**src/hw/rtl/rss_pkg.sv**
```systemverilog
// shared types, codes and key helpers for the record sort and search block
package rss_pkg;

	localparam int CAPACITY_DEF  = 8;
	localparam int KEY_CHARS_DEF = 8;

	localparam logic [1:0] ACT_LOAD   = 2'd0;
	localparam logic [1:0] ACT_SORT   = 2'd1;
	localparam logic [1:0] ACT_SEARCH = 2'd2;

	localparam logic KIND_REC = 1'b0;
	localparam logic KIND_ANS = 1'b1;

	localparam logic signed [3:0] NO_MATCH = -4'sd1;

	typedef struct packed {
		logic [63:0] key;
		logic [13:0] year;
		logic [63:0] color_high;
		logic [63:0] color_low;
		logic [31:0] price;
	} rec_t;

	typedef struct packed {
		logic gt;
		logic eq;
	} cmp_res_t;

	// keep the leading characters up to the first nul and at most nchars of them, zero the rest
	function automatic logic [63:0] clean_key(input logic [63:0] k, input int nchars);
		logic [63:0] r;
		logic alive;
		logic [7:0] ch;
		r = '0;
		alive = 1'b1;
		for (int b = 0; b < 8; b++) begin
			ch = k[63 - 8 * b -: 8];
			if (b >= nchars || ch == 8'h00) begin
				alive = 1'b0;
			end
			if (alive) begin
				r[63 - 8 * b -: 8] = ch;
			end
		end
		return r;
	endfunction

endpackage

```
**src/hw/rtl/rss_ram.sv**
```systemverilog
// generic single write port ram with registered read
module rss_ram #(
	parameter int WIDTH = 8,
	parameter int DEPTH = 8
) (
	input  logic                     clk,
	input  logic                     we,
	input  logic [$clog2(DEPTH)-1:0] waddr,
	input  logic [WIDTH-1:0]         wdata,
	input  logic [$clog2(DEPTH)-1:0] raddr,
	output logic [WIDTH-1:0]         rdata
);

	logic [WIDTH-1:0] mem [DEPTH];

	always_ff @(posedge clk) begin
		if (we) begin
			mem[waddr] <= wdata;
		end
		rdata <= mem[raddr];
	end

endmodule

```
**src/hw/rtl/rss_key_cmp.sv**
```systemverilog
// shared key comparator: cleans both keys and gives greater-than and equal
module rss_key_cmp #(
	parameter int KEY_CHARS = 8
) (
	input  logic [63:0]        key_a,
	input  logic [63:0]        key_b,
	output rss_pkg::cmp_res_t  res
);
	import rss_pkg::*;

	logic [63:0] ca;
	logic [63:0] cb;

	always_comb begin
		ca = clean_key(key_a, KEY_CHARS);
		cb = clean_key(key_b, KEY_CHARS);
		res.gt = (ca > cb);
		res.eq = (ca == cb);
	end

endmodule

```
**src/hw/rtl/record_sort_and_search_top.sv**
```systemverilog
// top level of the record sort and search block: sequencer, record store and result register
// A load beat appends a record while fewer than CAPACITY are held.
// With n records stored, a sort runs n-1 bubble passes over the
// single-read-port record ram, every step going through the one shared key comparator,
// then emits the n records one by one, waiting while a previous result beat is still held;
// a search reads and compares each stored record in turn, then loads its answer beat.
// The block takes no new beat while a sort or search is in progress.
module record_sort_and_search_top #(
	parameter int CAPACITY  = rss_pkg::CAPACITY_DEF,
	parameter int KEY_CHARS = rss_pkg::KEY_CHARS_DEF
) (
	input  logic               clk,
	input  logic               arst_n,
	input  logic               req_valid,
	output logic               req_stall,
	input  logic [1:0]         action,
	input  logic [63:0]        plate_key,
	input  logic [13:0]        year,
	input  logic [63:0]        color_high,
	input  logic [63:0]        color_low,
	input  logic [31:0]        price_bits,
	output logic               rsp_valid,
	input  logic               rsp_stall,
	output logic               kind,
	output logic [63:0]        plate_out,
	output logic [13:0]        year_out,
	output logic [63:0]        color_high_out,
	output logic [63:0]        color_low_out,
	output logic [31:0]        price_out,
	output logic signed [3:0]  match_index,
	output logic               last
);
	import rss_pkg::*;

	localparam int AW = $clog2(CAPACITY);
	localparam int CW = $clog2(CAPACITY + 1);

	localparam logic [3:0] ST_IDLE = 4'd0;
	localparam logic [3:0] ST_RD0  = 4'd1;
	localparam logic [3:0] ST_LD0  = 4'd2;
	localparam logic [3:0] ST_RD   = 4'd3;
	localparam logic [3:0] ST_CMP  = 4'd4;
	localparam logic [3:0] ST_END  = 4'd5;
	localparam logic [3:0] ST_ERD  = 4'd6;
	localparam logic [3:0] ST_ELD  = 4'd7;
	localparam logic [3:0] ST_QRD  = 4'd8;
	localparam logic [3:0] ST_QCMP = 4'd9;
	localparam logic [3:0] ST_QOUT = 4'd10;

	logic [3:0]      state_q;
	logic [CW-1:0]   count_q;
	logic [CW-1:0]   pass_q;
	logic [CW-1:0]   j_q;
	logic [3:0]      pos_q;
	logic [63:0]     key_q;
	rec_t            carry_q;

	logic            accept;
	logic            full;
	logic            j_last;
	logic [CW-1:0]   j_inc;
	logic [CW-1:0]   j_dec;
	logic [CW-1:0]   cnt_dec;

	logic            we;
	logic [AW-1:0]   waddr;
	rec_t            wdata;
	logic [AW-1:0]   raddr;
	rec_t            rdata;
	rec_t            in_rec;

	logic [63:0]     cmp_a;
	cmp_res_t        cmp;

	logic            rsp_load;
	logic            rsp_valid_q;

	assign accept  = req_valid && !req_stall;
	assign full    = (count_q == CW'(CAPACITY));
	assign j_inc   = j_q + CW'(1);
	assign j_dec   = j_q - CW'(1);
	assign cnt_dec = count_q - CW'(1);
	assign j_last  = (j_inc == count_q);

	assign req_stall = (state_q != ST_IDLE);
	assign rsp_valid = rsp_valid_q;

	assign in_rec.key        = plate_key;
	assign in_rec.year       = year;
	assign in_rec.color_high = color_high;
	assign in_rec.color_low  = color_low;
	assign in_rec.price      = price_bits;

	// sort compares the carried record against the one just read; search uses the held key
	assign cmp_a = (state_q == ST_QCMP) ? key_q : carry_q.key;

	rss_key_cmp #(
		.KEY_CHARS(KEY_CHARS)
	) u_cmp (
		.key_a(cmp_a),
		.key_b(rdata.key),
		.res  (cmp)
	);

	rss_ram #(
		.WIDTH($bits(rec_t)),
		.DEPTH(CAPACITY)
	) u_store (
		.clk  (clk),
		.we   (we),
		.waddr(waddr),
		.wdata(wdata),
		.raddr(raddr),
		.rdata(rdata)
	);

	always_comb begin
		we    = 1'b0;
		waddr = count_q[AW-1:0];
		wdata = in_rec;
		raddr = j_q[AW-1:0];
		unique case (state_q)
			ST_IDLE: begin
				we = accept && (action == ACT_LOAD) && !full;
			end
			ST_RD0: begin
				raddr = '0;
			end
			ST_CMP: begin
				we    = 1'b1;
				waddr = j_dec[AW-1:0];
				wdata = cmp.gt ? rdata : carry_q;
			end
			ST_END: begin
				we    = 1'b1;
				waddr = cnt_dec[AW-1:0];
				wdata = carry_q;
			end
			default: begin
			end
		endcase
	end

	assign rsp_load = (state_q == ST_ELD) || (state_q == ST_QOUT && !rsp_valid_q);

	always_ff @(posedge clk or negedge arst_n) begin
		if (!arst_n) begin
			state_q     <= ST_IDLE;
			count_q     <= '0;
			pass_q      <= '0;
			j_q         <= '0;
			pos_q       <= NO_MATCH;
			rsp_valid_q <= 1'b0;
		end else begin
			if (rsp_load) begin
				rsp_valid_q <= 1'b1;
			end else if (rsp_valid_q && !rsp_stall) begin
				rsp_valid_q <= 1'b0;
			end
			unique case (state_q)
				ST_IDLE: begin
					if (accept) begin
						j_q <= '0;
						case (action)
							ACT_LOAD: begin
								if (!full) begin
									count_q <= count_q + CW'(1);
								end
							end
							ACT_SORT: begin
								pass_q <= CW'(1);
								if (count_q == CW'(1)) begin
									state_q <= ST_ERD;
								end else if (count_q != '0) begin
									state_q <= ST_RD0;
								end
							end
							ACT_SEARCH: begin
								pos_q   <= NO_MATCH;
								state_q <= (count_q == '0) ? ST_QOUT : ST_QRD;
							end
							default: begin
							end
						endcase
					end
				end
				ST_RD0: begin
					state_q <= ST_LD0;
				end
				ST_LD0: begin
					j_q     <= CW'(1);
					state_q <= ST_RD;
				end
				ST_RD: begin
					state_q <= ST_CMP;
				end
				ST_CMP: begin
					if (j_last) begin
						state_q <= ST_END;
					end else begin
						j_q     <= j_inc;
						state_q <= ST_RD;
					end
				end
				ST_END: begin
					if (pass_q + CW'(1) == count_q) begin
						j_q     <= '0;
						state_q <= ST_ERD;
					end else begin
						pass_q  <= pass_q + CW'(1);
						state_q <= ST_RD0;
					end
				end
				ST_ERD: begin
					if (!rsp_valid_q) begin
						state_q <= ST_ELD;
					end
				end
				ST_ELD: begin
					if (j_last) begin
						state_q <= ST_IDLE;
					end else begin
						j_q     <= j_inc;
						state_q <= ST_ERD;
					end
				end
				ST_QRD: begin
					state_q <= ST_QCMP;
				end
				ST_QCMP: begin
					if (cmp.eq) begin
						pos_q <= 4'(j_q);
					end
					if (j_last) begin
						state_q <= ST_QOUT;
					end else begin
						j_q     <= j_inc;
						state_q <= ST_QRD;
					end
				end
				ST_QOUT: begin
					if (!rsp_valid_q) begin
						state_q <= ST_IDLE;
					end
				end
				default: begin
					state_q <= ST_IDLE;
				end
			endcase
		end
	end

	// payload registers: the record carried through a pass, the search key, the result beat
	always_ff @(posedge clk) begin
		if (state_q == ST_LD0 || (state_q == ST_CMP && !cmp.gt)) begin
			carry_q <= rdata;
		end
		if (accept) begin
			key_q <= plate_key;
		end
		if (state_q == ST_ELD) begin
			kind           <= KIND_REC;
			plate_out      <= rdata.key;
			year_out       <= rdata.year;
			color_high_out <= rdata.color_high;
			color_low_out  <= rdata.color_low;
			price_out      <= rdata.price;
			match_index    <= 4'sd0;
			last           <= j_last;
		end else if (rsp_load) begin
			kind           <= KIND_ANS;
			plate_out      <= '0;
			year_out       <= '0;
			color_high_out <= '0;
			color_low_out  <= '0;
			price_out      <= '0;
			match_index    <= $signed(pos_q);
			last           <= 1'b1;
		end
	end

	a_count_bound: assert property (@(posedge clk) disable iff (!arst_n)
		count_q <= CW'(CAPACITY))
		else $error("record count beyond capacity");

	a_load_count: assert property (@(posedge clk) disable iff (!arst_n)
		accept && action == ACT_LOAD && !full |=> count_q == $past(count_q) + CW'(1))
		else $error("load beat did not advance the record count");

	a_answer_last: assert property (@(posedge clk) disable iff (!arst_n)
		rsp_valid && kind == KIND_ANS |-> last)
		else $error("search answer without last");

endmodule
```
**config.mk**
```make
export PLATFORM = sky130hd
export DESIGN_NAME = record_sort_and_search_top
export DESIGN_NICKNAME = d
export VERILOG_FILES = /design/src/hw/rtl/rss_pkg.sv /design/src/hw/rtl/rss_ram.sv /design/src/hw/rtl/rss_key_cmp.sv /design/src/hw/rtl/record_sort_and_search_top.sv
export SDC_FILE = /design/constraint.sdc
export NUM_CORES = 2
export LEC_CHECK = 0
export BUFFER_PORTS_ARGS = -buffer_cell sky130_fd_sc_hd__buf_2
export CAP_MARGIN = 40
export CORE_UTILIZATION = 55
export DETAILED_ROUTE_END_ITERATION = 10
export HOLD_SLACK_MARGIN = 0.12
export PLACE_DENSITY = 0.78
export SETUP_SLACK_MARGIN = 0.4
export SLEW_MARGIN = 20
export SYNTH_ARGS = -nofsm -noshare
export SYNTH_HDL_FRONTEND = slang
export SYNTH_SLANG_ARGS = --single-unit
export TNS_END_PERCENT = 10
```
**constraint.sdc**
```tcl
create_clock -name clk -period 22.6 [get_ports clk]
set_input_delay 6.78 -clock clk [delete_from_list [all_inputs] [get_ports clk]]
set_output_delay 6.78 -clock clk [all_outputs]
set_load 0.01 [all_outputs]
```
==> qor.yml <==
status: "complete, no violations"
syn_area_per_cell_sq_um: 12.3
ys_seq_elements: 2709
cts_resized: 0
synth_commonest_cells: "2445 x edfxtp_1, 1594 x nand2_1, 999 x nor2_1"
critPathMaxFanout: 34
setup_viol: 0
avgRoutedWirePerCell_um: 24.1
drc: 0
slew_headroom_pct: 19.0
r2r_start: "state_q[3]"
hold_ws_ns: 0.431
yosysTopAreaCell: "edfxtp_1"
synth.area.mux_share_pct: 0.419
path_class: "input port to flip-flop"
numCtsBuffers: 282
placed_area_sq_um: 112000
grt_pass1_wl_mm: 423
worst_pin_slew_ns: 1.22
p_per_area_nw_per_um2: 125
critPathSlowestCell: "nor2_4"
n_fill_cell: 13500
cp_cell_sequence: "buf_2, nand2_1, nor4_2, a22o_1, nand2_1, nor2_4, buf_4, buf_12, buf_4, buf_12"
cts.sinks: 2709
synth_ff_type: "edfxtp_1"
core_sq_um: 193000
crit_path_start_kind: "input port"
cellLeakagePower_nw: 42.9
min_from: "u_store.rdata[86]"
grt_max_degree: 200
grt_setup_unrepaired: "no"
firstDrtPassIters: 6
drive_above_1_share_pct: 11.9
finalClockSkew_ns: 0.0749
via_per_inst: 6.14
synth_simple_gate_area_share_pct: 15.9
fmax_mhz: 100
fin_ws_ns: 12.62
row_count: 161
antenna_found_initial: 22
stdcell_area_sq_um: 121000
hold_viol_final: 0
nets: 9358
syn_area_sq_um: 107000
gp_congestion: 0.912
ys_warn_count: 0
grt_usage_pct: 28.4
synth_top_family_by_area: "simple AND/OR/NAND/NOR gates"
dieArea_sq_um: 196000
required_ns: 23.17
synth_edf_count: 2445
gr-usage-met1_pct: 36.8
syn_to_final_growth_pct: 13.8
grt_busiest_layer: "met2"
synth-adder-area-share_pct: 0.822
cts_setup_buffers: 0
syn_inst: 8694
clkTransAtPathRegs_ns: 0.06
cts_tree: "yes"
clock_latency_ns: 0.95
dp_hpwl_mm: 159
critPathLaunch: "req_valid"
die_w_um: 442
synthXorXnorAreaFrac_pct: 0.160
met2_usage_pct: 45.3
min_period_over_period_pct: 44.2
wl_mm: 285
drtIter0Drc: 9897
ant_nets: 0
crit_arrival_ns: 10.55
drv_cap: 0
max_stage_delay_ns: 0.71
synth_cell_types: 65
ir_worst_vdd_uv: 98.5
synthArstFlopShare_pct: 0.775
ys_top_cells_by_area: "edfxtp_1 69%, nand2_1 5.6%, dfxtp_1 4.6%"
htreeDepth: 5
vias: 72300
dp_slack_ns: 11.53
multi_input_area_sq_um: 25600
clk_root_buffer_cell: "clkbuf_16"
synth_top_area_share_pct: 68.9
tns_ns: 0
cts_buffer_depth: 4
grt_pass1_vias: 70900
finalMaxSlewViolations: 0
holdBufCountCts: 0
hold_class: "flip-flop to flip-flop"
power_mw: 15.2
syn_nets: 9008
synth_compound_area_share_pct: 6.58
ios: 490
grtUsageMet3_pct: 5.14
synthMostInstantiatedCell: "edfxtp_1"
grt.overflow.total: 0
ys_seq_area_share_pct: 73.9
initial_core_util_pct: 55.4
regArea_sq_um: 78800
io_buffer_count: 489
min_period_ns: 9.98
die_h_um: 442
endpoint_kind: "flip-flop"
[metrics by stage]
step	instances	utilization, %
2_1_floorplan	8694	-
3_3_place_gp	11200	57.6
3_5_place_dp	11300	58.1
4_1_cts	11800	62.7
5_1_grt	11800	63.0
6_report	11800	63.0
[cells by family (layout without fill, tap and decap cells)]
family	Yosys count	count (layout)
buffers and inverters	604	1161
xor gates and xnor gates	16	16
adders and majority gates	70	70
muxes	43	43
AOI/OAI and AO/OA	1318	1318
other	0	7
DFF	2709	2709
and+or+nand+nor	3934	3934
[layer usage]
layer	share of wire (%)	vias up	wire length [um]
met5	0.019	-	55
met4	5.8	12	16400
met3	10	724	29400
met2	47	4468	134000
met1	37	35300	104000
li1	-	31900	-
[worst max-delay path: cells and delay by family]
kind,cells,cell delay (ns)
buffers and inverters,5,1.84
AND/OR/NAND/NOR,4,1.62
AO/OA/AOI/OAI,1,0.27
[layout make-up]
type	instances	share of cell area (%)
sequential	2709	65.0
multi-input combinational	5381	21.1
clock buffer	389	6.50
timing repair buffer	651	3.89
tap	2526	2.61
clock inverter	102	0.825
inverter	19	0.0588
antenna	7	0.0144
[state kept, by name, summed over array words and instances (netlist names), 14 cells and up]
register and flops:
carry_q 238, color_high_out 64, color_low_out 64, key_q 64, plate_out 64, price_out 32, u_store.mem 1904, u_store.rdata 238
year_out 14
[placed cells by master (no fill, tap or decap), types with 42 or more instances in the layout]
cell type / instances
a21oi_1: 296
buf_4: 89
nor2_1: 992
dfxtp_1: 243
a31oi_1: 241
nand2_1: 1591
o21ai_0: 720
clkbuf_1: 67
clkbuf_16: 287
nor4_1: 46
ha_1: 70
clkinv_2: 42
edfxtp_1: 2445
buf_2: 489
and2_1: 242
nand3_1: 970
[worst paths after layout]
path                                             to  slack, ns  cells after the start
min in group asynchronous                 rsp_valid       5.81                      1
worst max-delay path            u_store.mem[0][157]      12.62                     10
worst min-delay path                    carry_q[86]       0.43                      0
worst max register to register   u_store.mem[5][60]      14.04                     20
max in group asynchronous                    j_q[0]      16.39                      1
worst min register to register          carry_q[86]       0.43                      0
[where the power goes]
part           switching (mW)  leakage (nW)  internal (mW)  total, mW
combinational            2.66          14.3          0.950       3.61
sequential              0.474          24.3           6.62       7.10
clock                    1.87          4.37           2.63       4.50
Note: power is estimated with default switching activity, not from simulation.
